--- src/rtl/fractal_gradient_noise_2d_unit_defines.svh ---
// Assertion macros shared by the fractal gradient noise unit.
// Used by modules that define clk and rst.
`ifndef FRACTAL_GRADIENT_NOISE_2D_UNIT_DEFINES_SVH
`define FRACTAL_GRADIENT_NOISE_2D_UNIT_DEFINES_SVH

// same-cycle implication
`define FGN_ASSERT_IMPL(lbl, ante, cons, msg) \
  lbl: assert property (@(posedge clk) disable iff (rst) (ante) |-> (cons)) \
    else $error(msg);

// next-cycle implication
`define FGN_ASSERT_NEXT(lbl, ante, cons, msg) \
  lbl: assert property (@(posedge clk) disable iff (rst) (ante) |=> (cons)) \
    else $error(msg);

`endif

--- src/rtl/fgn_pkg.sv ---
// Shared types and constants for the fractal gradient noise unit.
// No dependencies.
`timescale 1ns / 1ps

package fgn_pkg;

  localparam int COORD_W = 24;
  localparam int CFG_IDX_W = 2;
  localparam int CFG_DATA_W = 16;
  localparam int JOB_W = 36;
  localparam int QUEUE_DEPTH = 4;
  localparam int QPTR_W = 2;

  localparam logic FUNC_LOAD   = 1'b0;
  localparam logic FUNC_SAMPLE = 1'b1;

  localparam logic [CFG_IDX_W-1:0] REG_OCTAVES = 2'd0;
  localparam logic [CFG_IDX_W-1:0] REG_PERSIST = 2'd1;

  localparam logic [3:0]  OCT_RESET  = 4'd4;
  localparam logic [15:0] PERS_RESET = 16'd32768;
  localparam logic [16:0] AMP_ONE    = 17'd65536;

  // load words carry index in x[7:0] and value in y[7:0]
  typedef struct packed {
    logic               sample;
    logic [3:0]         last_oct;
    logic [COORD_W-1:0] x;
    logic [COORD_W-1:0] y;
  } fgn_entry_t;

  typedef struct packed {
    logic                    valid;
    logic                    first;
    logic                    last;
    logic [16:0]             amp;
    logic signed [JOB_W-1:0] prod;
  } fgn_job_t;

endpackage

--- src/rtl/fgn_front.sv ---
// Front end: configuration registers, input acceptance and word classification.
// Depends on fgn_pkg.
`timescale 1ns / 1ps

module fgn_front #(
  parameter int MAX_OCTAVES = 8
) (
  input  logic                            clk,
  input  logic                            rst,
  input  logic                            item_valid,
  output logic                            item_ready,
  input  logic                            func,
  input  logic [7:0]                      perm_index,
  input  logic [7:0]                      perm_value,
  input  logic [23:0]                     sample_x,
  input  logic [23:0]                     sample_y,
  input  logic                            cfg_valid,
  output logic                            cfg_ready,
  input  logic [fgn_pkg::CFG_IDX_W-1:0]   cfg_index,
  input  logic [fgn_pkg::CFG_DATA_W-1:0]  cfg_data,
  input  logic                            full,
  output logic                            push,
  output fgn_pkg::fgn_entry_t             entry,
  output logic [15:0]                     persistence
);
  import fgn_pkg::*;

  logic [3:0] octave_count;
  logic [4:0] n_eff;

  assign cfg_ready = 1'b1;

  always_ff @(posedge clk) begin
    if (rst) begin
      octave_count <= OCT_RESET;
      persistence  <= PERS_RESET;
    end else if (cfg_valid) begin
      case (cfg_index)
        REG_OCTAVES: octave_count <= cfg_data[3:0];
        REG_PERSIST: persistence  <= cfg_data;
        default: ;
      endcase
    end
  end

  always_comb begin
    if (octave_count == 4'd0) n_eff = 5'd1;
    else if (int'(octave_count) > MAX_OCTAVES) n_eff = 5'(MAX_OCTAVES);
    else n_eff = {1'b0, octave_count};
  end

  assign item_ready = !full;
  assign push       = item_valid && !full;

  always_comb begin
    entry.sample   = (func == FUNC_SAMPLE);
    entry.last_oct = 4'(n_eff - 5'd1);
    entry.x        = entry.sample ? sample_x : {16'd0, perm_index};
    entry.y        = entry.sample ? sample_y : {16'd0, perm_value};
  end

endmodule

--- config.mk ---
export PLATFORM = sky130hd
export DESIGN_NAME = fgn_front
export DESIGN_NICKNAME = d
export VERILOG_FILES = /design/src/rtl/fractal_gradient_noise_2d_unit_defines.svh /design/src/rtl/fgn_pkg.sv /design/src/rtl/fgn_front.sv
export SDC_FILE = /design/constraint.sdc
export NUM_CORES = 1
export LEC_CHECK = 0
export ABC_AREA = 0
export BUFFER_PORTS_ARGS = -buffer_cell sky130_fd_sc_hd__buf_2
export CORE_ASPECT_RATIO = 1.2
export CORE_MARGIN = 3
export CORE_UTILIZATION = 36
export CTS_CLUSTER_DIAMETER = 40
export DETAILED_ROUTE_END_ITERATION = 8
export GPL_ROUTABILITY_DRIVEN = 0
export GPL_TIMING_DRIVEN = 1
export PLACE_DENSITY = 0.91
export SYNTH_ARGS = -nofsm -noshare
export SYNTH_HDL_FRONTEND = slang
export SYNTH_SLANG_ARGS = --single-unit
--- constraint.sdc ---
create_clock -name clk -period 3.35 [get_ports clk]
set_clock_uncertainty 0.2 [all_clocks]
set_input_delay 0.67 -clock clk [delete_from_list [all_inputs] [get_ports clk]]
set_output_delay 0.67 -clock clk [all_outputs]
set_load 0.02 [all_outputs]
# --- Yosys cells after proc, flatten, opt, wreduce, memory -nomap -nowiden ---
# Index checks and enable logic that the tools add are counted.
word_totals:
  reg_bits: 20
  in_bits: 88
  output_inout_bits: 72
classes:
  add_sub_neg: 1
  magnitude_cmp: 1
  n_eq_ne: 1
  muxes: 4
  n_reduce_logical: 6
ops:
  columns: ["op", "n"]
  rows:
  - ["$mux 24", 2]
  - ["$mux 4", 2]
  - ["$gt 4x4->1 const B", 1]
  - ["$logic_not 4->1", 1]
  - ["$reduce_and 2->1", 2]
  - ["$sub 4x1->4 const B", 1]
  - ["$eq 2x1->1 const B", 1]
  - ["$logic_not 2->1", 1]
  - ["$logic_and 1x1->1", 1]
  - ["$logic_not 1->1", 1]

# --- Depth between registers and ports, before layout ---
logic_depth:
  ltp_word: 4
  ltp_mapped: 4
  ltp_nobuf: 4

# --- Worst setup path after synthesis ---
# No wires, ideal clock.
synth_path:
  path_type: "input port to output port"
  startpoint: "in func"
  endpoint: "out entry[10] in the netlist's numbering"
  arrival_ns: 1.312
  t_required_ns: 2.480
  slack_ns: 1.168
  stages: 3
  n_path_buf: 2
  path_cell_list: "buf_2 -> clkbuf_1 -> and2_1"
synth_rtl:
  columns: ["item", "line", "text"]
  rows:
  - ["start: declaration", "fgn_front.sv:12", "input logic func,"]
  - ["end: declaration", "fgn_front.sv:23", "output fgn_pkg::fgn_entry_t entry,"]

==> results.py <==
metrics = {
    "run_status": {
        "status": "finished, final reports clean",
    },
    "global_routing": {
        "gr-usage-met3_pct": 5.59,
        "first_global_vias": 1465,
        "top_usage_layer": "met2",
        "grt_pass1_wl_um": 6400,
        "grt-ovfl-total": 0,
        "grt_max_degree": 50,
        "use_met1_pct": 20.0,
        "grt_usage_pct": 16.6,
        "antenna_found_initial": 0,
        "use_met2_pct": 28.8,
    },
    "synthesis": {
        "async_flop_share_pct": 0,
        "synth.area.top_cells": "dfxtp_1 (29%), nand2b_1 (16%), and2_1 (14%), mux2i_1 (14%), mux2_2 (13%)",
        "syn_nets": 242,
        "yosysTopAreaCellShare_pct": 28.8,
        "yosysMostFrequentCell": "nand2b_1",
        "synth_ff_type": "dfxtp_1",
        "seq_area_frac_synth_pct": 28.8,
        "yosys.area.top_type": "dfxtp_1",
        "synth-edff-count": 0,
        "yosys_register_bits": 20,
        "synth.distinct_cells": 20,
        "synth.cell_area_um2": 1390,
        "synth.yosys.warnings": 0,
        "syn_area_per_cell_um2": 9.08,
        "synth_commonest_cells": "nand2b_1 (35), and2_1 (32), dfxtp_1 (20), mux2i_1 (20), mux2_2 (16)",
        "synth_cells": 153,
    },
    "finish": {
        "synthToLayoutAreaGrowth_pct": 58.6,
        "nNetsFinal": 390,
        "n_antenna_cell": 0,
        "drive_above_1_share_pct": 59.3,
    },
    "timing": {
        "setup_tns_ns": 0,
        "min_period_over_period_pct": 79.1,
        "fmax_mhz": 377,
        "tightest_slew_ns": 0.775,
        "timing_hold_violations_final": 0,
        "report.final.slew_viol_count": 0,
        "relSlewSlack_pct": 48.3,
        "setup_viol": 0,
        "fin_crit_ns": 2.65,
        "rsz0062_at_grt": "false",
        "holdWs_ns": 0.270,
    },
    "clock_tree": {
        "cts_made_buffers": 3,
        "clockBufferDepth": 2,
        "cts_tree": "yes",
        "post_cts_resized": 0,
        "cts_max_level": 1,
        "clock_sinks": 20,
        "ctsHoldBuffers": 0,
        "cts-root-buf": "clkbuf_8",
        "insertion_delay_ns": 0.25,
        "clkSlewWorstSetupHoldPaths_ns": 0.07,
        "post_cts_buffers": 0,
    },
    "detailed_routing": {
        "drt-initial-drc-count": 45,
        "wl_per_cell_um": 12.0,
        "drc": 0,
        "ant_nets": 0,
        "drt_wl_total_um": 4240,
        "vias": 1542,
        "viasPerCell": 4.38,
        "dr.pass1.iters": 4,
    },
    "placed_design": {
        "portBuffers": 157,
        "dp_hpwl_um": 3610,
    },
    "pwr": {
        "ir_worst_vdd_uv": 243,
        "power_density_nw_per_um2": 301,
        "p_leak_nw": 1.19,
    },
    "floorplanning": {
        "rows": 24,
        "die_h_um": 74.0,
        "dieArea_um2": 4640,
        "core_area_um2": 3660,
        "pin_count": 160,
        "start_util_pct": 37.9,
        "fp.dieW_um": 62.7,
    },
    "critical_path": {
        "crit_fanout": 49,
        "r2r_cells": 2,
        "critPathLaunchType": "primary input",
        "end_kind": "output pin",
        "rr_endpoint": "octave_count[2]",
        "arrival_ns": 1.78,
        "crit_type": "in -> out",
        "rrSetupSlack_ns": 2.52,
        "rr_startpoint": "octave_count[2]",
        "required_ns": 2.48,
    },
    "hold_path": {
        "hold_end": "persistence[14]",
        "hp-class": "reg -> reg",
        "min_from": "persistence[14]",
        "hold_depth": 2,
    },
    "run": {
        "maxCapViolCount": 0,
    },
}
==> power breakdown <==
group | internal, mW | switching [mW]
logic | 0.109 | 0.126
clock network | 0.104 | 0.0737
registers | 0.246 | 0.00423
total | 0.460 | 0.203
==> final cells by class <==
type / count / area (um^2)
inverters: 2 / 7.51
well taps: 52 / 65.1
flip-flops and latches: 20 / 400
clock buffers: 4 / 55.1
multi-input cells: 117 / 890
fillers: 337 / 1460
repair buffers: 157 / 786
==> critical path, stage by stage <==
cell,delay [ns]
buf_2,0.53
mux2_2,0.41
buf_2,0.16
==> per-layer routing <==
| layer | up-vias | share of wire, % | wire (um) |
|---|---|---|---|
| li1 | 783 | - | - |
| met1 | 674 | 41 | 1720 |
| met2 | 83 | 49 | 2090 |
| met3 | 2 | 9.6 | 407 |
| met4 | 0 | 0.52 | 22 |
| met5 | - | 0 | 0 |
==> cells by family (layout without fill, tap and decap cells) <==
kind of cell               count (synthesis)  count (layout)  synth area share (%)
buffers and inverters                     16             163                  7.12
xor gates and xnor gates                   1               1                 0.631
and+or+nand+nor                           76              76                  34.1
muxes                                     36              36                  27.4
other                                      2               2                 0.541
DFF                                       20              20                  28.8
adders and majority gates                  1               1                 0.901
AOI/OAI and AO/OA                          1               1                 0.541
==> worst max-delay path by stage <==
| stage | startpoint | depth (start not counted) | to |
|---|---|---|---|
| detailed placement | func | 3 | entry[2] |
| global placement | func | 3 | entry[27] |
| floorplan | func | 3 | entry[10] |
| global route | func | 3 | entry[2] |
| finish | func | 3 | entry[26] |
| CTS | func | 3 | entry[2] |
==> placed cells by master, fill, tap and decap left out, drive strengths merged <==
master,n
buf,157
nand2b,35
and2,32
mux2i,20
dfxtp,20
mux2,16
nor2,5
clkbuf,4
inv,2
conb,2
o21bai,1
xnor2,1
nor2b,1
nor3b,1
and3b,1
nand3b,1
ha,1
==> through the flow <==
stage / setup WS (ns) / power [mW] / instance area, um^2 / util [%] / cells
finish: 0.700 / 0.663 / 2200 / 60.1 / 352
global route: 0.621 / 0.707 / 2200 / 60.1 / 352
CTS: 0.702 / 0.673 / 2200 / 60.1 / 352
detailed placement: 0.703 / 0.492 / 2150 / 58.6 / 348
global placement: 0.750 / 0.487 / 2150 / 58.6 / 348
floorplan: 1.17 / 0.399 / 1390 / - / 153
==> registers in the layout (all words and copies together), names as in the netlist <==
signal        count
octave_count      4
persistence      16
Note: power is estimated with default switching activity, not from simulation.
