==> config.mk <==
export PLATFORM = sky130hd
export DESIGN_NAME = fgn_norm
export DESIGN_NICKNAME = d
export VERILOG_FILES = /design/src/rtl/fractal_gradient_noise_2d_unit_defines.svh /design/src/rtl/fgn_pkg.sv /design/src/rtl/fgn_norm.sv
export SDC_FILE = /design/constraint.sdc
export NUM_CORES = 2
export LEC_CHECK = 0
export ABC_CLOCK_PERIOD_IN_PS = 44200
export BUFFER_PORTS_ARGS = -buffer_cell sky130_fd_sc_hd__buf_2
export CAP_MARGIN = 30
export CORE_ASPECT_RATIO = 2
export CORE_MARGIN = 2
export CORE_UTILIZATION = 50
export DETAILED_ROUTE_END_ITERATION = 7
export GPL_TIMING_DRIVEN = 1
export PLACE_DENSITY = 0.8
export SYNTH_ARGS = -nofsm -noshare
export SYNTH_HDL_FRONTEND = slang
export SYNTH_SLANG_ARGS = --single-unit
==> constraint.sdc <==
create_clock -name clk -period 44.2 [get_ports clk]
set_input_delay 8.84 -clock clk [delete_from_list [all_inputs] [get_ports clk]]
set_output_delay 8.84 -clock clk [all_outputs]
set_load 0.01 [all_outputs]
==> src/rtl/fractal_gradient_noise_2d_unit_defines.svh <==
// Assertion macros shared by the fractal gradient noise unit.
// Used by modules that define clk and rst.
`ifndef FRACTAL_GRADIENT_NOISE_2D_UNIT_DEFINES_SVH
`define FRACTAL_GRADIENT_NOISE_2D_UNIT_DEFINES_SVH

// same-cycle implication
`define FGN_ASSERT_IMPL(lbl, ante, cons, msg) \
  lbl: assert property (@(posedge clk) disable iff (rst) (ante) |-> (cons)) \
    else $error(msg);

// next-cycle implication
`define FGN_ASSERT_NEXT(lbl, ante, cons, msg) \
  lbl: assert property (@(posedge clk) disable iff (rst) (ante) |=> (cons)) \
    else $error(msg);

`endif

==> src/rtl/fgn_pkg.sv <==
// Shared types and constants for the fractal gradient noise unit.
// No dependencies.
`timescale 1ns / 1ps

package fgn_pkg;

  localparam int COORD_W = 24;
  localparam int CFG_IDX_W = 2;
  localparam int CFG_DATA_W = 16;
  localparam int JOB_W = 36;
  localparam int QUEUE_DEPTH = 4;
  localparam int QPTR_W = 2;

  localparam logic FUNC_LOAD   = 1'b0;
  localparam logic FUNC_SAMPLE = 1'b1;

  localparam logic [CFG_IDX_W-1:0] REG_OCTAVES = 2'd0;
  localparam logic [CFG_IDX_W-1:0] REG_PERSIST = 2'd1;

  localparam logic [3:0]  OCT_RESET  = 4'd4;
  localparam logic [15:0] PERS_RESET = 16'd32768;
  localparam logic [16:0] AMP_ONE    = 17'd65536;

  // load words carry index in x[7:0] and value in y[7:0]
  typedef struct packed {
    logic               sample;
    logic [3:0]         last_oct;
    logic [COORD_W-1:0] x;
    logic [COORD_W-1:0] y;
  } fgn_entry_t;

  typedef struct packed {
    logic                    valid;
    logic                    first;
    logic                    last;
    logic [16:0]             amp;
    logic signed [JOB_W-1:0] prod;
  } fgn_job_t;

endpackage

==> src/rtl/fgn_norm.sv <==
// Back end: octave accumulation, pipelined normalizing divider, saturation
// and the result register. Depends on fgn_pkg.
`timescale 1ns / 1ps

module fgn_norm #(
  parameter int MAX_OCTAVES = 8
) (
  input  logic              clk,
  input  logic              rst,
  input  fgn_pkg::fgn_job_t job,
  output logic              adv,
  output logic              result_valid,
  input  logic              result_ready,
  output logic signed [15:0] noise_value
);
  import fgn_pkg::*;

  localparam int LOG_O  = $clog2(MAX_OCTAVES);
  localparam int SUM_W  = JOB_W + 1 + LOG_O;
  localparam int NORM_W = 17 + LOG_O;
  localparam int D_W    = NORM_W + 2;
  localparam int N_W    = SUM_W;
  localparam int QUO_W  = 18;
  localparam int CMP_W  = N_W + D_W;

  assign adv = !(result_valid && !result_ready);

  logic signed [SUM_W-1:0] run_sum, base_sum, cur_sum, a_sum;
  logic [NORM_W-1:0]       run_norm, base_norm, cur_norm, a_norm;
  logic                    a_valid;

  assign base_sum  = job.first ? '0 : run_sum;
  assign base_norm = job.first ? '0 : run_norm;
  assign cur_sum   = base_sum + SUM_W'(job.prod);
  assign cur_norm  = base_norm + NORM_W'(job.amp);

  always_ff @(posedge clk) begin
    if (adv && job.valid) begin
      run_sum  <= cur_sum;
      run_norm <= cur_norm;
    end
    if (adv) begin
      a_sum  <= cur_sum;
      a_norm <= cur_norm;
    end
  end

  // divider pipeline, one quotient bit per stage
  logic             dv_valid [0:QUO_W];
  logic [N_W-1:0]   dv_rem   [0:QUO_W];
  logic [D_W-1:0]   dv_d     [0:QUO_W];
  logic [QUO_W-1:0] dv_q     [0:QUO_W];
  logic             dv_neg   [0:QUO_W];
  logic             dv_ovf   [0:QUO_W];

  logic           p_neg;
  logic [N_W-1:0] p_mag, p_num;
  logic [D_W-1:0] p_d;

  assign p_neg = a_sum[SUM_W-1];
  assign p_mag = p_neg ? N_W'(-a_sum) : N_W'(a_sum);
  assign p_d   = {a_norm, 2'b00};
  assign p_num = p_mag + N_W'(p_d >> 1);

  always_ff @(posedge clk) begin
    if (adv) begin
      dv_rem[0] <= p_num;
      dv_d[0]   <= p_d;
      dv_q[0]   <= '0;
      dv_neg[0] <= p_neg;
      dv_ovf[0] <= (p_num >> QUO_W) >= N_W'(p_d);
    end
  end

  always_ff @(posedge clk) begin
    if (rst) begin
      a_valid <= 1'b0;
      for (int k = 0; k <= QUO_W; k++) dv_valid[k] <= 1'b0;
    end else if (adv) begin
      a_valid     <= job.valid && job.last;
      dv_valid[0] <= a_valid;
      for (int k = 1; k <= QUO_W; k++) dv_valid[k] <= dv_valid[k-1];
    end
  end

  for (genvar k = 0; k < QUO_W; k++) begin : g_div
    logic [CMP_W-1:0] sh, rx;
    logic             ge;
    assign sh = CMP_W'(dv_d[k]) << (QUO_W - 1 - k);
    assign rx = CMP_W'(dv_rem[k]);
    assign ge = rx >= sh;
    always_ff @(posedge clk) begin
      if (adv) begin
        dv_rem[k+1] <= ge ? N_W'(rx - sh) : dv_rem[k];
        dv_q[k+1]   <= dv_q[k] | (ge ? (QUO_W'(1) << (QUO_W - 1 - k)) : '0);
        dv_d[k+1]   <= dv_d[k];
        dv_neg[k+1] <= dv_neg[k];
        dv_ovf[k+1] <= dv_ovf[k];
      end
    end
  end

  localparam logic [QUO_W-1:0] QPOS = QUO_W'(32767);
  localparam logic [QUO_W-1:0] QNEG = QUO_W'(32768);

  logic [QUO_W-1:0]  qv;
  logic signed [15:0] sat;

  assign qv = dv_q[QUO_W];

  always_comb begin
    if (dv_neg[QUO_W]) begin
      if (dv_ovf[QUO_W] || qv > QNEG) sat = -16'sd32768;
      else sat = $signed(16'(16'd0 - qv[15:0]));
    end else begin
      if (dv_ovf[QUO_W] || qv > QPOS) sat = 16'sd32767;
      else sat = $signed(qv[15:0]);
    end
  end

  always_ff @(posedge clk) begin
    if (rst) result_valid <= 1'b0;
    else if (adv) result_valid <= dv_valid[QUO_W];
  end

  always_ff @(posedge clk) begin
    if (adv) noise_value <= sat;
  end

endmodule

* Yosys cells after proc, flatten, opt, wreduce, memory -nomap -nowiden
Memories as Yosys holds them, arrays and structs flattened. A register that Yosys moved wholly into a read port is not among the register bits.
Index checks and enable logic that the tools add are counted.
** Cells by class
- $add $sub $neg :: 23
- Order comparisons :: 21
- Multiplexer cells :: 66
- Bitwise gates (word level) :: 37
- Reductions and logical operators :: 8
** Operators by type and width (count)
- $mux W40 :: 20
- $mux W16 :: 4
- $add A40 B21 Y40 :: 1
- $add A40 B36 Y40 :: 1
- $ge A40 B22 Y1 :: 1
- $ge A40 B23 Y1 :: 1
- $ge A40 B24 Y1 :: 1
- $ge A40 B25 Y1 :: 1
- $ge A40 B26 Y1 :: 1
- $ge A40 B27 Y1 :: 1
- $ge A40 B28 Y1 :: 1
- $ge A40 B29 Y1 :: 1
- $ge A40 B30 Y1 :: 1
- $ge A40 B31 Y1 :: 1
- $ge A40 B32 Y1 :: 1
- $ge A40 B33 Y1 :: 1
- $ge A40 B34 Y1 :: 1
- $ge A40 B35 Y1 :: 1
- $ge A40 B36 Y1 :: 1
- $ge A40 B37 Y1 :: 1
- $ge A40 B38 Y1 :: 1
- $ge A40 B39 Y1 :: 1
- $neg A40 Y40 :: 1
- $sub A40 B22 Y40 :: 1
- 62 further kinds :: 109
** Storage, ports and cells
- Register bits after elaboration :: 137
- Bits in writable memories :: 1577
- Input port bits :: 59
- Output and inout bits :: 18
- Logic and storage cells :: 167
- Memories :: 6
** Memories
- dv_rem :: depth 19, bits a word 40, rd ports 18, clocked after memory_dff 0, write ports 19, line fgn_norm.sv:50 : logic [N_W-1:0] dv_rem [0:QUO_W];
- dv_d :: depth 19, bits a word 22, rd ports 18, clocked after memory_dff 0, write ports 19, line fgn_norm.sv:51 : logic [D_W-1:0] dv_d [0:QUO_W];
- dv_q :: depth 19, bits a word 18, rd ports 19, clocked after memory_dff 0, write ports 19, line fgn_norm.sv:52 : logic [QUO_W-1:0] dv_q [0:QUO_W];
- dv_neg :: depth 19, bits a word 1, rd ports 19, clocked after memory_dff 0, write ports 19, line fgn_norm.sv:53 : logic dv_neg [0:QUO_W];
- dv_ovf :: depth 19, bits a word 1, rd ports 19, clocked after memory_dff 0, write ports 19, line fgn_norm.sv:54 : logic dv_ovf [0:QUO_W];
- dv_valid :: depth 19, bits a word 1, rd ports 19, clocked after memory_dff 1, write ports 19, line fgn_norm.sv:49 : logic dv_valid [0:QUO_W];

* Depth between registers and ports, before layout
- Depth after elaboration :: 6
- Gate-level depth with buffers :: 28
- Mapped depth without buffers :: 28

* Least setup slack after synthesis
No wires, ideal clock.
- Path type :: in2out
- Start :: input port result_ready
- End :: output port adv
- Data arrival time :: 35.310 ns
- Required time :: 35.360 ns
- Setup slack :: 0.050 ns
- Stages :: 2
- Path buffers :: 0
- Cell sequence :: nor2b_1 inv_1
** On the way
- Word-level cells in the longest chain between the ends :: 3
** Ends and longest elaborated chain
- from (decl) :: line fgn_norm.sv:13 : input logic result_ready,
- $logic_not A1 Y1 :: line fgn_norm.sv:26 : assign adv = !(result_valid && !result_ready);
- $logic_and A1 B1 Y1 :: line fgn_norm.sv:26
- $logic_not A1 Y1 :: line fgn_norm.sv:26
- to (decl) :: line fgn_norm.sv:11 : output logic adv,
No other way between the ends.

* Worst setup path in the final report
Ends and elaborated chain as after synthesis.

==> results_dict.tcl <==
set metrics [dict create \
    outcome "finished, final reports clean" \
    drt_pre_antenna_iters 5 \
    buffer_type_at_the_clock_tree_root "clkbuf_16" \
    wirelength_per_cell_microns 18.5 \
    htree_num_levels 4 \
    worst-slew-pin-transition_ps 1050 \
    dp.cells 8143 \
    std_cell_rows 200 \
    finalNonFillerCells 8389 \
    detailroute.via_count 48033 \
    layout.nets 6896 \
    clock_path_buffers 3 \
    most_frequently_used_flop_master_after_synthesis "edfxtp_1" \
    reg2reg_depth 20 \
    crit_family "buffers and inverters" \
    critical_path.most_common_cell "buf_2" \
    antenna_found_initial 12 \
    vdd_ir_drop_max_mv 0.0475 \
    syn_nets 6763 \
    summed_instance_area_of_the_synthesized_netlist_sq_um 74300 \
    rsz0062_at_grt "false" \
    cts_inserted_buffers 133 \
    first_global_vias 47010 \
    cts.repair_timing.setup_buffer_count 0 \
    worst-path-stages 4 \
    post_synth_fa_ha_maj_area_fraction_pct 8.25 \
    cp_cell_sequence "buf_2 -> nor2b_1 -> inv_8 -> buf_2" \
    post_synth.cell_area_avg_sq_um 11.9 \
    synth_top_family_by_area "simple AND/OR/NAND/NOR gates" \
    setup.worst_path.class "input pin to primary output" \
    crit_fanout 83 \
    setup_violations 0 \
    vias_per_cell 5.73 \
    post_route_cells_drive_above_1_share_pct 6.60 \
    total_of_hold_buffers_inserted_after_clock_tree_synthesis 0 \
    numPortBuffers 76 \
    worst_skew_pair.late_latency_ps 790 \
    critical_path.endpoint "adv" \
    crit_path_top_delay_cell "nor2b_1" \
    synth_area_in_compound_gates_pct 11.4 \
    grt_first_pass_wirelength_microns 246000 \
    detailedPlacementHpwl_microns 112000 \
    gr-total-overflow 0 \
    finalMaxSlewViolations 0 \
    report.final.hold_viol_count 0 \
    drt_iter0_drc 4178 \
    remaining_drc_errors 0 \
    async_reset_ff_share_pct 0 \
    timing.fmax_mhz 53.1 \
    critPathMaxStageDelay_ps 460 \
    detail_route.wirelength_microns 155000 \
    syn_inst 6226 \
    seq_area_frac_synth_pct 58.4 \
    leakagePower_nw 32.0 \
    yosys_warnings 0 \
    postRouteAntennaNets 0 \
    crit_path_start "result_ready" \
    timing.setup.tns_ps 0 \
    grt_max_degree 177 \
    p_per_area_nw_per_um2 82.5 \
    cts_tree "built" \
    post_synth_edffs 1444 \
    cts.sink_count 1446 \
    worst_ep_arrival_time_ps 9990 \
    critical_path.startpoint_type "input pin" \
    timing.critical_path.to_type "primary output" \
    worst-path-buf-inv 3 \
    post_synth_num_cell_types 83 \
    regToRegEndpoint "dv_ovf[0]" \
    die_outline_area_sq_um 152000 \
    flow.area_growth_from_synthesis_pct 9.58 \
    muxShareOfSynthArea_pct 0.928 \
    tmin_final_ps 18830 \
    r2r-start "a_sum[0]" \
    headroom_to_the_max_slew_limit_pct 30.2 \
    clkSlewWorstSetupHoldPaths_ps 70 \
    holdCritPathClass "flip-flop to flip-flop" \
    floorplan.initialDensity_pct 50.2 \
    fin_skew_ps 47.2 \
    yosys.area_share.simple_pct 11.5 \
    floorplan.die.width_microns 277 \
    die_h_microns 549 \
    cts_resized 0 \
    timing.reg2reg.setup_slack_ps 37570 \
    drv_cap 0 \
    floorplan.core_area_sq_um 148000 \
    gr-usage-all-layers_pct 20.3 \
    fin_crit_sh_pct 42.6 \
    boundaryPins 77 \
    gp_congestion 0.908 \
    ff_latch_count_synth 1446 \
    crit_required_ps 35360 \
    synth-xor-area-share_pct 6.26 \
]
stage by stage:
| stage | cell area (sq um) | setup slack (ps) | total power, mW | hold slack [ps] | util (%) |
|---|---|---|---|---|---|
| after floorplan | 74300 | 49.9 | 4.71 | 400 | - |
| after global placement | 77000 | 25360 | 5.41 | 401 | 52.0 |
| after detailed placement | 77000 | 25290 | 5.51 | 405 | 52.1 |
| after CTS | 81400 | 25290 | 6.71 | 403 | 55.0 |
| after global routing | 81400 | 25240 | 7.17 | 410 | 55.0 |
| final | 81400 | 25370 | 6.71 | 406 | 55.0 |
sequential cells by signal, indices dropped and copies added, names as in the netlist:
| name | count |
|---|---|
| dv_rem | 720 |
| dv_d | 360 |
| dv_q | 171 |
| a_sum | 40 |
| run_sum | 40 |
| a_norm | 20 |
| run_norm | 20 |
| dv_neg | 19 |
| dv_ovf | 19 |
| dv_valid | 19 |
| noise_value | 16 |
| a_valid | 1 |
| result_valid | 1 |
worst min-delay path by stage:
stage / end / cells after the start / slack [ps] / start
after detailed placement: dv_neg[10] / 0 / 400 / dv_neg[9]
after CTS: dv_neg[5] / 0 / 400 / dv_neg[4]
after global routing: dv_q[14][9] / 0 / 410 / dv_q[13][9]
after floorplan: dv_neg[10] / 0 / 400 / dv_neg[9]
final: dv_q[18][2] / 0 / 410 / dv_q[17][2]
after global placement: dv_q[8][14] / 0 / 400 / dv_q[7][14]
synth_stat cells, types with 11 or more instances:
library cell  number  area share, %
xnor2_1          303            3.6
ha_1             458            7.7
nand3b_1          13           0.13
nand2b_1          85           0.72
nor3b_1           15           0.15
o311ai_0          22           0.26
and4_1            12           0.14
o21a_1            65           0.66
mux2_2            55           0.83
o21bai_1          43           0.43
and2_1            37           0.31
nor2_1           391            2.0
clkbuf_1         110           0.56
fa_1              20           0.54
xor2_1           228            2.7
nand4_1           71           0.60
a21o_1           173            1.7
a21oi_1          400            2.7
nor4_1            85           0.72
o41ai_1           13           0.15
nor3_1           118           0.80
nand2_1          441            2.2
or3_1             47           0.40
a211oi_1          34           0.34
a211o_1           11           0.13
o22ai_1           13           0.11
nor2b_1          128            1.1
inv_1            527            2.7
edfxtp_1        1444             58
nor4b_1           22           0.26
nand3_1          108           0.73
o211ai_1          27           0.27
o21ai_0          376            2.5
and3_1            38           0.32
o31ai_1           42           0.42
or2_2             30           0.25
a31oi_1           46           0.39
nand4b_1          12           0.14
or4_1             24           0.24
per-layer routing:
metal | vias to the layer above | part of all wire (%) | GRT usage [%]
li1 | 23239 | - | -
met3 | 345 | 5.1 | 3.13
met2 | 1438 | 51 | 36.5
met1 | 22999 | 40 | 24.2
met5 | - | 0.041 | 0
met4 | 12 | 3.9 | 8.48
cell usage in the layout (no fill, tap or decap), types with 35 or more instances in the layout:
cell type	n
nor2_1	391
a21oi_1	400
edfxtp_1	1444
xor2_1	228
ha_1	458
nand2_1	441
and2_1	36
o31ai_1	42
o21a_1	65
nor2b_1	128
inv_1	526
or3_1	47
mux2_2	55
and3_1	38
nand4_1	71
nor4_1	85
o21ai_0	376
buf_2	76
a21o_1	173
buf_4	35
nand3_1	108
xnor2_1	303
nand2b_1	85
o21bai_1	43
clkbuf_16	135
nor3_1	117
a31oi_1	46
worst register-to-register path: cells and delay by family, from the launching register on:
family	cells	cell delay, ps
adder cells (fa/ha/maj)	3	760
flip-flops	1	450
XOR/XNOR	2	820
AND/OR/NAND/NOR	4	1020
AO/OA/AOI/OAI	10	3330
buffers and inverters	1	90
logic make-up after synthesis:
group                    Yosys count
buffers and inverters            644
adder cells (fa/ha/maj)          478
AO/OA/AOI/OAI                   1364
multiplexers                      62
AND/OR/NAND/NOR                 1701
XOR/XNOR                         531
flip-flops                      1446
report_power, final:
part / switching [mW] / internal [mW] / leakage, nW
combinational: 1.61 / 1.23 / 14.9
sequential: 0.388 / 2.32 / 15.0
clock: 0.515 / 0.651 / 2.11
total: 2.51 / 4.20 / 32.0
layout make-up:
type / count / area (sq um)
fill: 11731 / 66500
antenna: 5 / 12.5
timing repair buffer: 114 / 711
clock inverter: 81 / 901
multi-input combinational: 4136 / 28500
tap: 1919 / 2400
inverter: 528 / 1990
clock buffer: 160 / 3480
sequential: 1446 / 43400
Power figures use the tool's default switching activity.
