$ cat config.mk
export PLATFORM = sky130hd
export DESIGN_NAME = fgn_queue
export DESIGN_NICKNAME = d
export VERILOG_FILES = /design/src/rtl/fgn_pkg.sv /design/src/rtl/fgn_queue.sv
export VERILOG_INCLUDE_DIRS = /design/src /design/src/rtl
export SDC_FILE = /design/constraint.sdc
export NUM_CORES = 1
export LEC_CHECK = 0
export ABC_AREA = 1
export BUFFER_PORTS_ARGS = -buffer_cell sky130_fd_sc_hd__buf_2
export CORE_UTILIZATION = 30
export DETAILED_ROUTE_END_ITERATION = 6
export GPL_ROUTABILITY_DRIVEN = 1
export PLACE_DENSITY_LB_ADDON = 0.08
export SYNTH_ARGS = -nofsm -noshare
export SYNTH_HDL_FRONTEND = slang
export SYNTH_SLANG_ARGS = --single-unit
$ cat constraint.sdc
create_clock -name clk -period 4.61 [get_ports clk]
set_input_delay 0.461 -clock clk [delete_from_list [all_inputs] [get_ports clk]]
set_output_delay 0.461 -clock clk [all_outputs]
set_load 0.005 [all_outputs]
$ cat src/rtl/fractal_gradient_noise_2d_unit_defines.svh
// Assertion macros shared by the fractal gradient noise unit.
// Used by modules that define clk and rst.
`ifndef FRACTAL_GRADIENT_NOISE_2D_UNIT_DEFINES_SVH
`define FRACTAL_GRADIENT_NOISE_2D_UNIT_DEFINES_SVH

// same-cycle implication
`define FGN_ASSERT_IMPL(lbl, ante, cons, msg) \
  lbl: assert property (@(posedge clk) disable iff (rst) (ante) |-> (cons)) \
    else $error(msg);

// next-cycle implication
`define FGN_ASSERT_NEXT(lbl, ante, cons, msg) \
  lbl: assert property (@(posedge clk) disable iff (rst) (ante) |=> (cons)) \
    else $error(msg);

`endif

$ cat src/rtl/fgn_pkg.sv
// Shared types and constants for the fractal gradient noise unit.
// No dependencies.
`timescale 1ns / 1ps

package fgn_pkg;

  localparam int COORD_W = 24;
  localparam int CFG_IDX_W = 2;
  localparam int CFG_DATA_W = 16;
  localparam int JOB_W = 36;
  localparam int QUEUE_DEPTH = 4;
  localparam int QPTR_W = 2;

  localparam logic FUNC_LOAD   = 1'b0;
  localparam logic FUNC_SAMPLE = 1'b1;

  localparam logic [CFG_IDX_W-1:0] REG_OCTAVES = 2'd0;
  localparam logic [CFG_IDX_W-1:0] REG_PERSIST = 2'd1;

  localparam logic [3:0]  OCT_RESET  = 4'd4;
  localparam logic [15:0] PERS_RESET = 16'd32768;
  localparam logic [16:0] AMP_ONE    = 17'd65536;

  // load words carry index in x[7:0] and value in y[7:0]
  typedef struct packed {
    logic               sample;
    logic [3:0]         last_oct;
    logic [COORD_W-1:0] x;
    logic [COORD_W-1:0] y;
  } fgn_entry_t;

  typedef struct packed {
    logic                    valid;
    logic                    first;
    logic                    last;
    logic [16:0]             amp;
    logic signed [JOB_W-1:0] prod;
  } fgn_job_t;

endpackage

$ cat src/rtl/fgn_queue.sv
// Short word queue between the front end and the octave engine.
// Depends on fgn_pkg and the unit defines header.
`timescale 1ns / 1ps
`include "fractal_gradient_noise_2d_unit_defines.svh"

module fgn_queue (
  input  logic                clk,
  input  logic                rst,
  input  logic                push,
  input  fgn_pkg::fgn_entry_t entry_in,
  output logic                full,
  input  logic                pop,
  output fgn_pkg::fgn_entry_t entry_out,
  output logic                empty
);
  import fgn_pkg::*;

  fgn_entry_t         slots [0:QUEUE_DEPTH-1];
  logic [QPTR_W-1:0]  wr_ptr, rd_ptr;
  logic [QPTR_W:0]    count;

  assign full      = (count == (QPTR_W+1)'(QUEUE_DEPTH));
  assign empty     = (count == '0);
  assign entry_out = slots[rd_ptr];

  always_ff @(posedge clk) begin
    if (push) slots[wr_ptr] <= entry_in;
  end

  always_ff @(posedge clk) begin
    if (rst) begin
      wr_ptr <= '0;
      rd_ptr <= '0;
      count  <= '0;
    end else begin
      if (push) wr_ptr <= wr_ptr + 1'b1;
      if (pop)  rd_ptr <= rd_ptr + 1'b1;
      if (push && !pop) count <= count + 1'b1;
      else if (pop && !push) count <= count - 1'b1;
    end
  end

  `FGN_ASSERT_IMPL(a_no_overflow, push, !full, "queue push while full")
  `FGN_ASSERT_NEXT(a_count_up, push && !pop, count == $past(count) + 1'b1, "queue count slip")

endmodule

== Word level (Yosys, flattened, before mapping) ==
Memories as Yosys holds them, arrays and structs flattened. A register that Yosys moved wholly into a read port is not among the register bits.
Cells that the tools add are included.

* Output and inout port bits: 55
* Bits in read-only memories: 0
* Logic and storage cells: 21
* Latch bits: 0
* Memory bits (writable): 212
* Bits in registers: 7
* Memories kept: 1

{| class="wikitable"
|+ Memory list
! name !! words !! bits a word !! rd ports !! clocked after memory_dff !! write ports !! line !! source
|-
| slots || 4 || 53 || 1 || 1 || 1 || fgn_queue.sv:18 || <nowiki>fgn_entry_t slots [0:QUEUE_DEPTH-1];</nowiki>
|}

* Shifts and indexed selects: 0
* $add $sub $neg: 4
* Equality and inequality tests: 1
* Div/mod/pow operators: 0
* Bitwise gates (word level): 0
* Reductions and logical operators: 6
* $lt $le $gt $ge: 0
* Multiply operators: 0
* Muxes and demuxes: 6

{| class="wikitable"
|+ Operators by type and width
! cell !! count
|-
| 3-bit two-way mux || 2
|-
| 2-bit by 1-bit adder with 2-bit output, second input constant || 2
|-
| 2-bit two-way mux || 2
|-
| 3-bit by 1-bit adder with 3-bit output, second input constant || 1
|-
| 3-bit equality test, second input constant || 1
|-
| 3-bit logical NOT || 1
|-
| 3-bit by 1-bit subtractor with 3-bit output, second input constant || 1
|-
| 1-bit logical AND || 2
|-
| 1-bit logical NOT || 2
|-
| 1-bit two-way mux || 2
|-
| 2-bit nonzero test || 1
|}

== Logic depth before layout (Yosys ltp) ==
Gate-level depths: netlist of the first run.

* Word-level depth: 4
* Mapped depth: 10
* Mapped depth without buffers: 10

== Worst setup path after synthesis of the first run ==
Ideal clock, no wire load.

* Path kind: reg2reg
* Start: reg wr_ptr[0]
* End: mem slots[2][0] (netlist bit), enable pin
* Arrival time: 1,623 ps
* Period minus slack after synthesis: 2,030 ps
* Library setup time: 407 ps
* Buffers on the path: 0
* Slack: 2,580 ps
* Required time: 4,203 ps
* Cell stages (with the launch flop): 5
* Cells stage by stage: dfxtp_1 inv_1 ha_1 nand2_1 inv_1

{| class="wikitable"
|+ RTL lines
! element !! line !! source
|-
| start: declaration || fgn_queue.sv:19 || <nowiki>logic [QPTR_W-1:0] wr_ptr, rd_ptr;</nowiki>
|-
| start signal: assignment || fgn_queue.sv:36 || <nowiki>if (push) wr_ptr <= wr_ptr + 1'b1;</nowiki>
|-
| end: declaration || fgn_queue.sv:18 ||
|}

No word-level cell before the write port.

==> reports/metrics.yaml, run 1 <==
max-slew-margin-rel: 0.2804
crit_required_ps: 4150
postCtsHoldBufs: 0
ys_types: 24
initial_core_util: 0.3053
cts_sinks: 221
ff2ff_setup_slack_ps: 2390
place_area_mm2: 0.009345
p_sw_frac: 0.2290
crit_arrival_ps: 2560
powerDensity_mw_per_mm2: 440.6
whs_path_depth: 2
grt_max_degree: 107
io_pins: 112
max_freq_mhz: 330.6
die_w_um: 170.1
rsz0062_at_grt: "false"
fp-row-count: 61
hold_viol: 0
fin_crit_ps: 3024
wl_per_cell_um: 18.23
p_seq_frac: 0.526
drc: 0
ctsResizeCount: 0
worstSetupPathType: "flop to output port"
end_kind: "output port"
cts-buffers-inserted: 25
fin_skew_ps: 4.828
vdd_drop_max_uv: 215.9
r2r_end: "slots[2][11]$_DFFE_PP_"
finalCritPeriodShare: 0.6561
critPathMaxFanout: 106
pre_cts_ws_ps: 2125
holdPathEnd: "count[0]$_SDFFE_PP0P_"
critical_path.top_delay_family: "flip-flops"
p_comb_frac: 0.087
final_nets: 745
setup_viol: 0
r2r-start: "wr_ptr[0]$_SDFFE_PP0P_"
dr.pass1.iters: 4
hold_start: "rst"
power_leakage_nw: 3.491
clkTransAtPathRegs_ps: 60
start_kind: "flop"
drive_above_1_share: 0.2829
ys_warn_count: 0
synth_xor_area_frac: 0.001033
synthTopCellsByArea: "edfxtp_1 (75%), o21ai_0 (6.0%), nor2_1 (4.1%)"
synthAdderAreaFrac: 0.009737
viasPerCell: 4.587
cpPeakStageDelay_ps: 840
clock_latency_ps: 510
yosysTopAreaCellShare: 0.7507
synth.area.mux_share: 0
synth_top_area_cell: "edfxtp_1"
final_max_slew_viol_count: 0
diodes: 0
ant_nets: 0
design_area_mm2: 0.01005
critPathBufInv: 2
crit_cells: 4
io_buffers: 111
syn_nets: 634
htreeDepth: 1
synth_seq_cells: 221
p_int_mw: 3.415
grt_pass1_vias: 5002
worstRegToRegCells: 5
clockBufferDepth: 3
most-common-layout-cells: "edfxtp_1 (212), buf_2 (111), o21ai_0 (101)"
max_cap_violations: 0
tritoncts: "yes"
synthSimpleGateAreaFrac: 0.06197
cp_cell_sequence: "inv_6 > o21ai_0 > o22ai_1 > buf_2"
drt_iter0_drc: 259
totalWireLength_um: 19650
synth_top_family_by_area: "compound AO/OA/AOI/OAI gates"
slowest_stage: "dfxtp_4"
hp-class: "primary input to flop"
status: "finished, final reports clean"
antenna_found_initial: 2
clockRootBuffer: "clkbuf_16"
worst_pin_slew_ps: 1078
setup_tns_ps: 0
fin_ws_ps: 1586
syn_avg_cell_area_um2: 14.85
fp.dieH_um: 170.1
yosysSeqAreaShare: 0.7719
synth-compound-area-share: 0.1211
vias: 4945
grt_util_all_layers: 0.1357
cts_setup_buffers: 0
coreArea_mm2: 0.02778
syn_area_mm2: 0.008481
die_area_mm2: 0.02895
overflow: 0
postSynthCellCount: 571
dp_hpwl_um: 10530
syn_to_final_growth_pct: 18.56
gp_congestion: 0.6552
p_clk_frac: 0.387
grt_pass1_wl_um: 29290
final_common_cell: "edfxtp_1"
power.switching_mw: 1.015
## cells in the mapped netlist, drive strengths merged
master  instances
edfxtp        212
nor2          112
o21ai         111
o22ai          53
buf            25
inv            17
clkbuf          9
dfxtp           9
nand2           9
ha              5
a21oi           3
nor3            2
fa              1
nand3           1
nand4           1
xor2            1
## worst register-to-register path, delay by kind of cell (launching register included)
kind,cells,cell delay (ps)
fa+ha+maj,1,170
buf+inv,3,1330
flops,1,330
simple gates,1,60
## how the worst max path moves through the flow
| stage | start | slack [ps] | endpoint |
|---|---|---|---|
| after floorplan | wr_ptr[0]$_SDFFE_PP0P_ | 2580 | slots[2][0]$_DFFE_PP_ |
| after global placement | flop | 2170 | entry_out[48] |
| after detailed placement | flop | 2130 | entry_out[0] |
| after CTS | flop | 1500 | entry_out[48] |
| after global routing | flop | 1340 | entry_out[48] |
| final | flop | 1590 | entry_out[48] |
## per-layer routing
layer  track usage  vias to the layer above  share of wire  routed length (um)
met3       0.03302                       38          0.052                1027
met4       0.03682                        4          0.022                 438
met5             0                        -         0.0012                  24
met2        0.2341                      109           0.49                9537
met1        0.1690                     2436           0.44                8621
li1              -                     2358              -                   -
## kinds of logic (layout without fill, tap and decap cells)
logic type               after synthesis  count (layout)
buffers and inverters                 51             180
AND/OR/NAND/NOR                      125             125
adder cells (fa/ha/maj)                6               6
AO/OA/AOI/OAI                        167             167
XOR/XNOR                               1               1
flip-flops                           221             221
## flip-flops by register name, summed over array words and instances (netlist names), named ones only
name and cells:
count 3, slots 212, wr_ptr 2, rd_ptr 2
## cell type report
cell class / count / area [um^2]
clock inverters: 16 / 68.82
inverters: 17 / 68.82
flip-flops and latches: 221 / 6551
multi-input cells: 299 / 1644
well taps: 378 / 473.0
repair buffers: 118 / 608.1
clock buffers: 29 / 640.6
fillers: 2757 / 17730
## per-stage QoR
stage,utilization,total power [mW],cells,hold slack [ps]
2_1_floorplan,-,2.583,571,411.5
3_3_place_gp,0.3364,2.759,1033,412.9
3_5_place_dp,0.3364,2.770,1033,425.1
4_1_cts,0.3619,4.510,1078,91.44
5_1_grt,0.3619,4.612,1078,104.2
6_report,0.3619,4.430,1078,123.2
## power groups by stage
stage               Sequential, mW  Combinational, mW  Clock (mW)
floorplan                     2.36              0.228           0
global placement              2.37              0.388           0
detailed placement            2.37              0.397           0
CTS                           2.33              0.399        1.78
global route                  2.34              0.432        1.84
finish                        2.33              0.384        1.72
Note: power is estimated with default switching activity, not from simulation.
==> run 2: changes to the inputs <==
Clock period 4.61 ns to 2.5 ns, I/O delays scaled along.
==> reports/metrics.yaml, run 2 (same netlist as run 1, synthesis figures left out) <==
status: "finished, final reports clean"  # unchanged
start_kind: "flop"  # unchanged
setup_tns_ps: 0  # unchanged
critical_path.top_delay_family: "buffers and inverters"  # was flip-flops
syn_to_final_growth_pct: 27.37  # was 18.56%
power_leakage_nw: 3.797  # was 3.491 nW
vdd_drop_max_uv: 556.1  # was 215.9 uV
worst_pin_slew_ps: 644.2  # was 1078 ps
ctsResizeCount: 0  # unchanged
antenna_found_initial: 1  # was 2
p_sw_frac: 0.2247  # was 0.2290
r2r_end: "slots[2][35]$_DFFE_PP_"  # was slots[2][11]$_DFFE_PP_
clkTransAtPathRegs_ps: 60  # about the same
r2r-start: "wr_ptr[0]$_SDFFE_PP0P_"  # unchanged
io_pins: 112  # unchanged
ff2ff_setup_slack_ps: 860  # was 2390 ps
grtUsageMet1: 0.1757  # was 0.1690
cts-buffers-inserted: 25  # unchanged
final_common_cell: "edfxtp_1"  # unchanged
io_buffers: 111  # unchanged
fp.dieH_um: 170.1  # unchanged
totalWireLength_um: 19950  # was 19,650 um
met3_usage: 0.03186  # was 0.03302
critPathMaxFanout: 88  # was 106
fp-row-count: 61  # unchanged
clockRootBuffer: "clkbuf_16"  # unchanged
crit_required_ps: 2250  # was 4150 ps
grt_pass1_vias: 5269  # was 5,002
vias: 5204  # was 4,945
cts_setup_buffers: 0  # unchanged
setup_viol: 0  # unchanged
max-slew-margin-rel: 0.5706  # was 0.2804
grt_max_degree: 89  # was 107
powerDensity_mw_per_mm2: 783.2  # was 440.6 mW/mm^2
largest_register_ffs: 212  # unchanged
p_int_mw: 6.558  # was 3.415 mW
utilization: 0.3888  # was 0.3619
coreArea_mm2: 0.02778  # unchanged
top_register: "slots"  # unchanged
grt_most_used_layer: "met2"  # unchanged
end_kind: "output port"  # unchanged
crit_arrival_ps: 2040  # was 2560 ps
postCtsHoldBufs: 54  # was 0
viasPerCell: 4.569  # was 4.587
reg.largest.list: "slots x212, count x3"  # unchanged
finalCritPeriodShare: 0.9179
fin_crit_ps: 2295
cp_cell_sequence: "buf_12 > o21ai_0 > o22ai_1 > buf_2"  # was inv_6 > o21ai_0 > o22ai_1 > buf_2
initial_core_util: 0.3053  # unchanged
worstSetupPathType: "flop to output port"  # unchanged
cpPeakStageDelay_ps: 500  # was 840 ps
p_clk_frac: 0.397  # was 0.387
cts_sinks: 221  # unchanged
clock_latency_ps: 500  # was 510 ps
fillers: 2708  # was 2,757
wl_per_cell_um: 17.52  # was 18.23 um
hold_viol: 0  # unchanged
overflow: 0  # unchanged
max_freq_mhz: 435.8
power.switching_mw: 1.901  # was 1.015 mW
tritoncts: "yes"  # unchanged
hold_start: "pop"  # was rst
most-common-layout-cells: "edfxtp_1 (212), buf_2 (111), o21ai_0 (101)"  # unchanged
drive_above_1_share: 0.2697  # was 0.2829
die_area_mm2: 0.02895  # unchanged
die_w_um: 170.1  # unchanged
grt_pass1_wl_um: 30480  # was 29,290 um
max_cap_violations: 0  # unchanged
grt_use_met2: 0.2395  # was 0.2341
dr.pass1.iters: 4  # unchanged
final_nets: 806  # was 745
dp_hpwl_um: 11090  # was 10,530 um
critPathBufInv: 2  # unchanged
gp_congestion: 0.6850  # was 0.6552
ant_nets: 0  # unchanged
worstRegToRegCells: 5  # unchanged
holdPathEnd: "rd_ptr[0]$_SDFFE_PP0P_"  # was count[0]$_SDFFE_PP0P_
drc: 0  # unchanged
final_max_slew_viol_count: 0  # unchanged
fin_skew_ps: 8.111  # was 4.828 ps
rsz0062_at_grt: "false"  # unchanged
grt_util_all_layers: 0.1398  # was 0.1357
whs_path_depth: 3  # was 2
clockBufferDepth: 3  # unchanged
p_comb_frac: 0.097  # was 0.087
htreeDepth: 1  # unchanged
p_seq_frac: 0.506  # was 0.526
drt_iter0_drc: 263  # was 259
slowest_stage: "dfxtp_4"  # unchanged
hp-class: "primary input to flop"  # unchanged
==> run 2: cell types whose count changed in the layout (fill, tap and decap cells not counted), sizes merged <==
| cell | previous run | this run |
|---|---|---|
| dlygate4sd3 | 0 | 54 |
| bufinv | 0 | 1 |
| buf | 118 | 125 |
| clkinv | 16 | 7 |
| diode | 0 | 1 |
| clkbuf | 29 | 36 |
==> run 2: stage by stage <==
step / instances / power (mW) / setup slack (ps) / hold slack (ps) / area, um^2
3_3_place_gp: 1040 / 5.113 / 740.8 / 415.3 / 9510
4_1_cts: 1138 / 8.601 / 179.0 / 91.23 / 10800
3_5_place_dp: 1040 / 5.136 / 741.2 / 430.3 / 9510
2_1_floorplan: 571 / 4.764 / 469.9 / 322.4 / 8481
6_report: 1139 / 8.459 / 205.3 / 125.6 / 10800
5_1_grt: 1139 / 8.814 / 32.96 / 147.3 / 10800
==> run 2: cell type report <==
| type | count | area, um^2 | area share |
|---|---|---|---|
| diodes | 1 | 2.502 | 0.0002317 |
| repair buffers | 179 | 1314 | 0.1216 |
| flip-flops and latches | 221 | 6551 | 0.6065 |
| clock buffers | 36 | 686.9 | 0.06359 |
| multi-input cells | 299 | 1644 | 0.1522 |
| clock inverters | 8 | 61.31 | 0.005676 |
| inverters | 17 | 68.82 | 0.006371 |
| well taps | 378 | 473.0 | 0.04379 |
==> run 2: worst max-delay path by stage <==
stage               cells past startpoint                     to  slack [ps]
floorplan                               4  slots[2][0]$_DFFE_PP_         470
global placement                        5          entry_out[48]         740
detailed placement                      4          entry_out[22]         740
CTS                                     4          entry_out[22]         180
global route                            4          entry_out[22]          30
finish                                  4          entry_out[22]         210
==> run 2: power groups by stage <==
stage | Sequential [mW] | Combinational, mW | Clock [mW]
after floorplan | 4.34 | 0.420 | 0
after global placement | 4.35 | 0.762 | 0
after detailed placement | 4.36 | 0.779 | 0
after CTS | 4.28 | 0.849 | 3.47
after global routing | 4.29 | 0.926 | 3.60
final | 4.28 | 0.822 | 3.36
==> run 2: worst reg2reg max path: cells and delay by family (launching register included) <==
kind / cells / cell delay (ps)
buffers and inverters: 3 / 770
flip-flops: 1 / 330
adder cells (fa/ha/maj): 1 / 160
AND/OR/NAND/NOR: 1 / 60
==> run 2: routing by layer <==
| metal | wire length [um] | vias up |
|---|---|---|
| li1 | - | 2476 |
| met1 | 8818 | 2600 |
| met2 | 9692 | 96 |
| met3 | 954 | 32 |
| met4 | 489 | 0 |
| met5 | 0 | - |
==> run 3: changes to the inputs <==
--- a/config.mk
+++ b/config.mk
@@ -13,3 +13,3 @@
 export GPL_ROUTABILITY_DRIVEN = 1
-export PLACE_DENSITY_LB_ADDON = 0.08
+export PLACE_DENSITY = 0.57
 export SYNTH_ARGS = -nofsm -noshare
@@ -17 +17,2 @@
 export SYNTH_SLANG_ARGS = --single-unit
+export TNS_END_PERCENT = 5
--- a/constraint.sdc
+++ b/constraint.sdc
@@ -3,2 +3,2 @@
 set_output_delay 0.25 -clock clk [all_outputs]
-set_load 0.005 [all_outputs]
+set_load 0.02 [all_outputs]
==> reports/metrics.yaml, run 3 (same netlist as run 1, synthesis figures left out) <==
initial_core_util: 0.3053  # unchanged
violations: "design-rule violations"
final_max_slew_viol_count: 0  # unchanged
htreeDepth: 1  # unchanged
fp.dieH_um: 170.1  # unchanged
die_w_um: 170.1  # unchanged
start_kind: "flop"  # unchanged
tritoncts: "yes"  # unchanged
drt_iter0_drc: 200  # was 263
antenna_found_initial: 1  # unchanged
hp-class: "primary input to flop"  # unchanged
reg.largest.list: "slots x212, count x3"  # unchanged
critical_path.top_delay_family: "buffers and inverters"  # unchanged
vias: 5024  # was 5,204
hold_ws_ps: 91.85  # was 125.6 ps
gp_congestion: 0.6696  # was 0.6850
finalCritPeriodShare: 0.9343  # was 0.9179
drive_above_1_share: 0.2718  # was 0.2697
clockRootBuffer: "clkbuf_16"  # unchanged
fp-row-count: 61  # unchanged
io_pins: 112  # unchanged
status: "finished with violations"  # was finished, final reports clean
final_common_cell: "edfxtp_1"  # unchanged
cts-buffers-inserted: 24  # was 25
crit_arrival_ps: 2090  # was 2040 ps
instances_no_fill: 1137  # was 1,139
vdd_drop_max_uv: 701.1  # was 556.1 uV
slowest_stage: "dfxtp_4"  # unchanged
setup_viol: 0  # unchanged
fin_crit_ps: 2336  # was 2295 ps
most-common-layout-cells: "edfxtp_1 (212), buf_2 (111), o21ai_0 (101)"  # unchanged
io_buffers: 111  # unchanged
design_area_mm2: 0.01084  # was 0.01080 mm^2
dpl.cell_count: 1038  # was 1,040
grt_pass1_vias: 4948  # was 5,269
grt_pass1_wl_um: 27260  # was 30,480 um
drc: 2  # was 0
cpPeakStageDelay_ps: 440  # was 500 ps
setup_tns_ps: 0  # unchanged
max_freq_mhz: 428.1  # was 435.8 MHz
final_nets: 803  # was 806
rsz0062_at_grt: "false"  # unchanged
end_kind: "output port"  # unchanged
dp_hpwl_um: 9963  # was 11,090 um
hold_viol: 0  # unchanged
ant_nets: 0  # unchanged
syn_to_final_growth_pct: 27.81  # was 27.37%
clock_latency_ps: 510  # was 500 ps
dr.pass1.iters: 7  # was 4
powerDensity_mw_per_mm2: 805.2  # was 783.2 mW/mm^2
fin_skew_ps: 14.49  # was 8.111 ps
p_total_mw: 8.727  # was 8.459 mW
place_area_mm2: 0.009508  # was 0.009510 mm^2
power_leakage_nw: 3.817  # was 3.797 nW
coreArea_mm2: 0.02778  # unchanged
max-slew-margin-rel: 0.6069  # was 0.5706
cp_cell_sequence: "inv_6 > buf_12 > nor2_1 > o22ai_1 > buf_2"  # was buf_12 > o21ai_0 > o22ai_1 > buf_2
top_register: "slots"  # unchanged
cts_sinks: 221  # unchanged
crit_required_ps: 2250  # about the same
worst_pin_slew_ps: 589.7  # was 644.2 ps
ctsResizeCount: 0  # unchanged
grt_max_degree: 83  # was 89
die_area_mm2: 0.02895  # unchanged
viasPerCell: 4.419  # was 4.569
clockBufferDepth: 3  # unchanged
largest_register_ffs: 212  # unchanged
grt_util_all_layers: 0.1235  # was 0.1398
clkTransAtPathRegs_ps: 60  # about the same
max_cap_violations: 0  # unchanged
wl_per_cell_um: 15.84  # was 17.52 um
overflow: 0  # unchanged
critPathBufInv: 3  # was 2
totalWireLength_um: 18010  # was 19,950 um
worstSetupPathType: "flop to output port"  # unchanged
critPathMaxFanout: 57  # was 88
## run 3: cell types whose count changed in the layout (fill, tap and decap cells not counted)
cell	before	now
clkbuf_1	9	2
clkinv_1	3	7
buf_4	5	2
bufinv_16	1	3
clkbuf_8	2	0
clkinv_2	4	6
buf_12	9	10
clkinv_4	0	1
## run 3: worst register-to-register path, cell delays in order (launching register included)
cell	delay [ps]
dfxtp_1	330
inv_1	120
ha_1	160
nand2_1	60
inv_2	240
buf_12	320
## run 3: routing by layer
metal,GRT usage,wire length (um)
met3,0.02744,910
met5,0,0
met1,0.1499,7812
met4,0.03290,295
met2,0.2199,8993
## run 3: worst paths after layout
kind | startpoint | slack (ps) | cells past startpoint | to
worst min register to register | rd_ptr[1]$_SDFFE_PP0P_ | 460 | 1 | flop
worst max register to register | wr_ptr[0]$_SDFFE_PP0P_ | 900 | 5 | slots[2][6]$_DFFE_PP_
worst max-delay path | flop | 160 | 5 | entry_out[28]
worst min-delay path | pop | 90 | 4 | rd_ptr[0]$_SDFFE_PP0P_
## run 3: final cells by class
type,instances,area (um^2)
antenna,1,2.502
clock buffer,27,633.1
clock inverter,17,155.1
fill,2636,16940
inverter,17,68.82
multi-input combinational,299,1644
sequential,221,6551
tap,378,473.0
timing repair buffer,177,1311
## run 3: what timing repair did
item,CTS,global route
setup buffers,0,0
endpoints found under the hold margin,213,0
hold buffers,54,0
## run 3: power breakdown
part | switching, mW | internal (mW) | total (mW)
Combinational | 0.613 | 0.339 | 0.952
Clock | 1.38 | 2.12 | 3.50
Sequential | 0.0478 | 4.23 | 4.28
Total | 2.04 | 6.69 | 8.73
## run 3: metrics by stage
stage                 util  setup WS [ps]
floorplan                -          469.9
global placement    0.3422          670.8
detailed placement  0.3422          668.2
CTS                 0.3901          113.0
global route        0.3902        0.07438
finish              0.3902          164.3
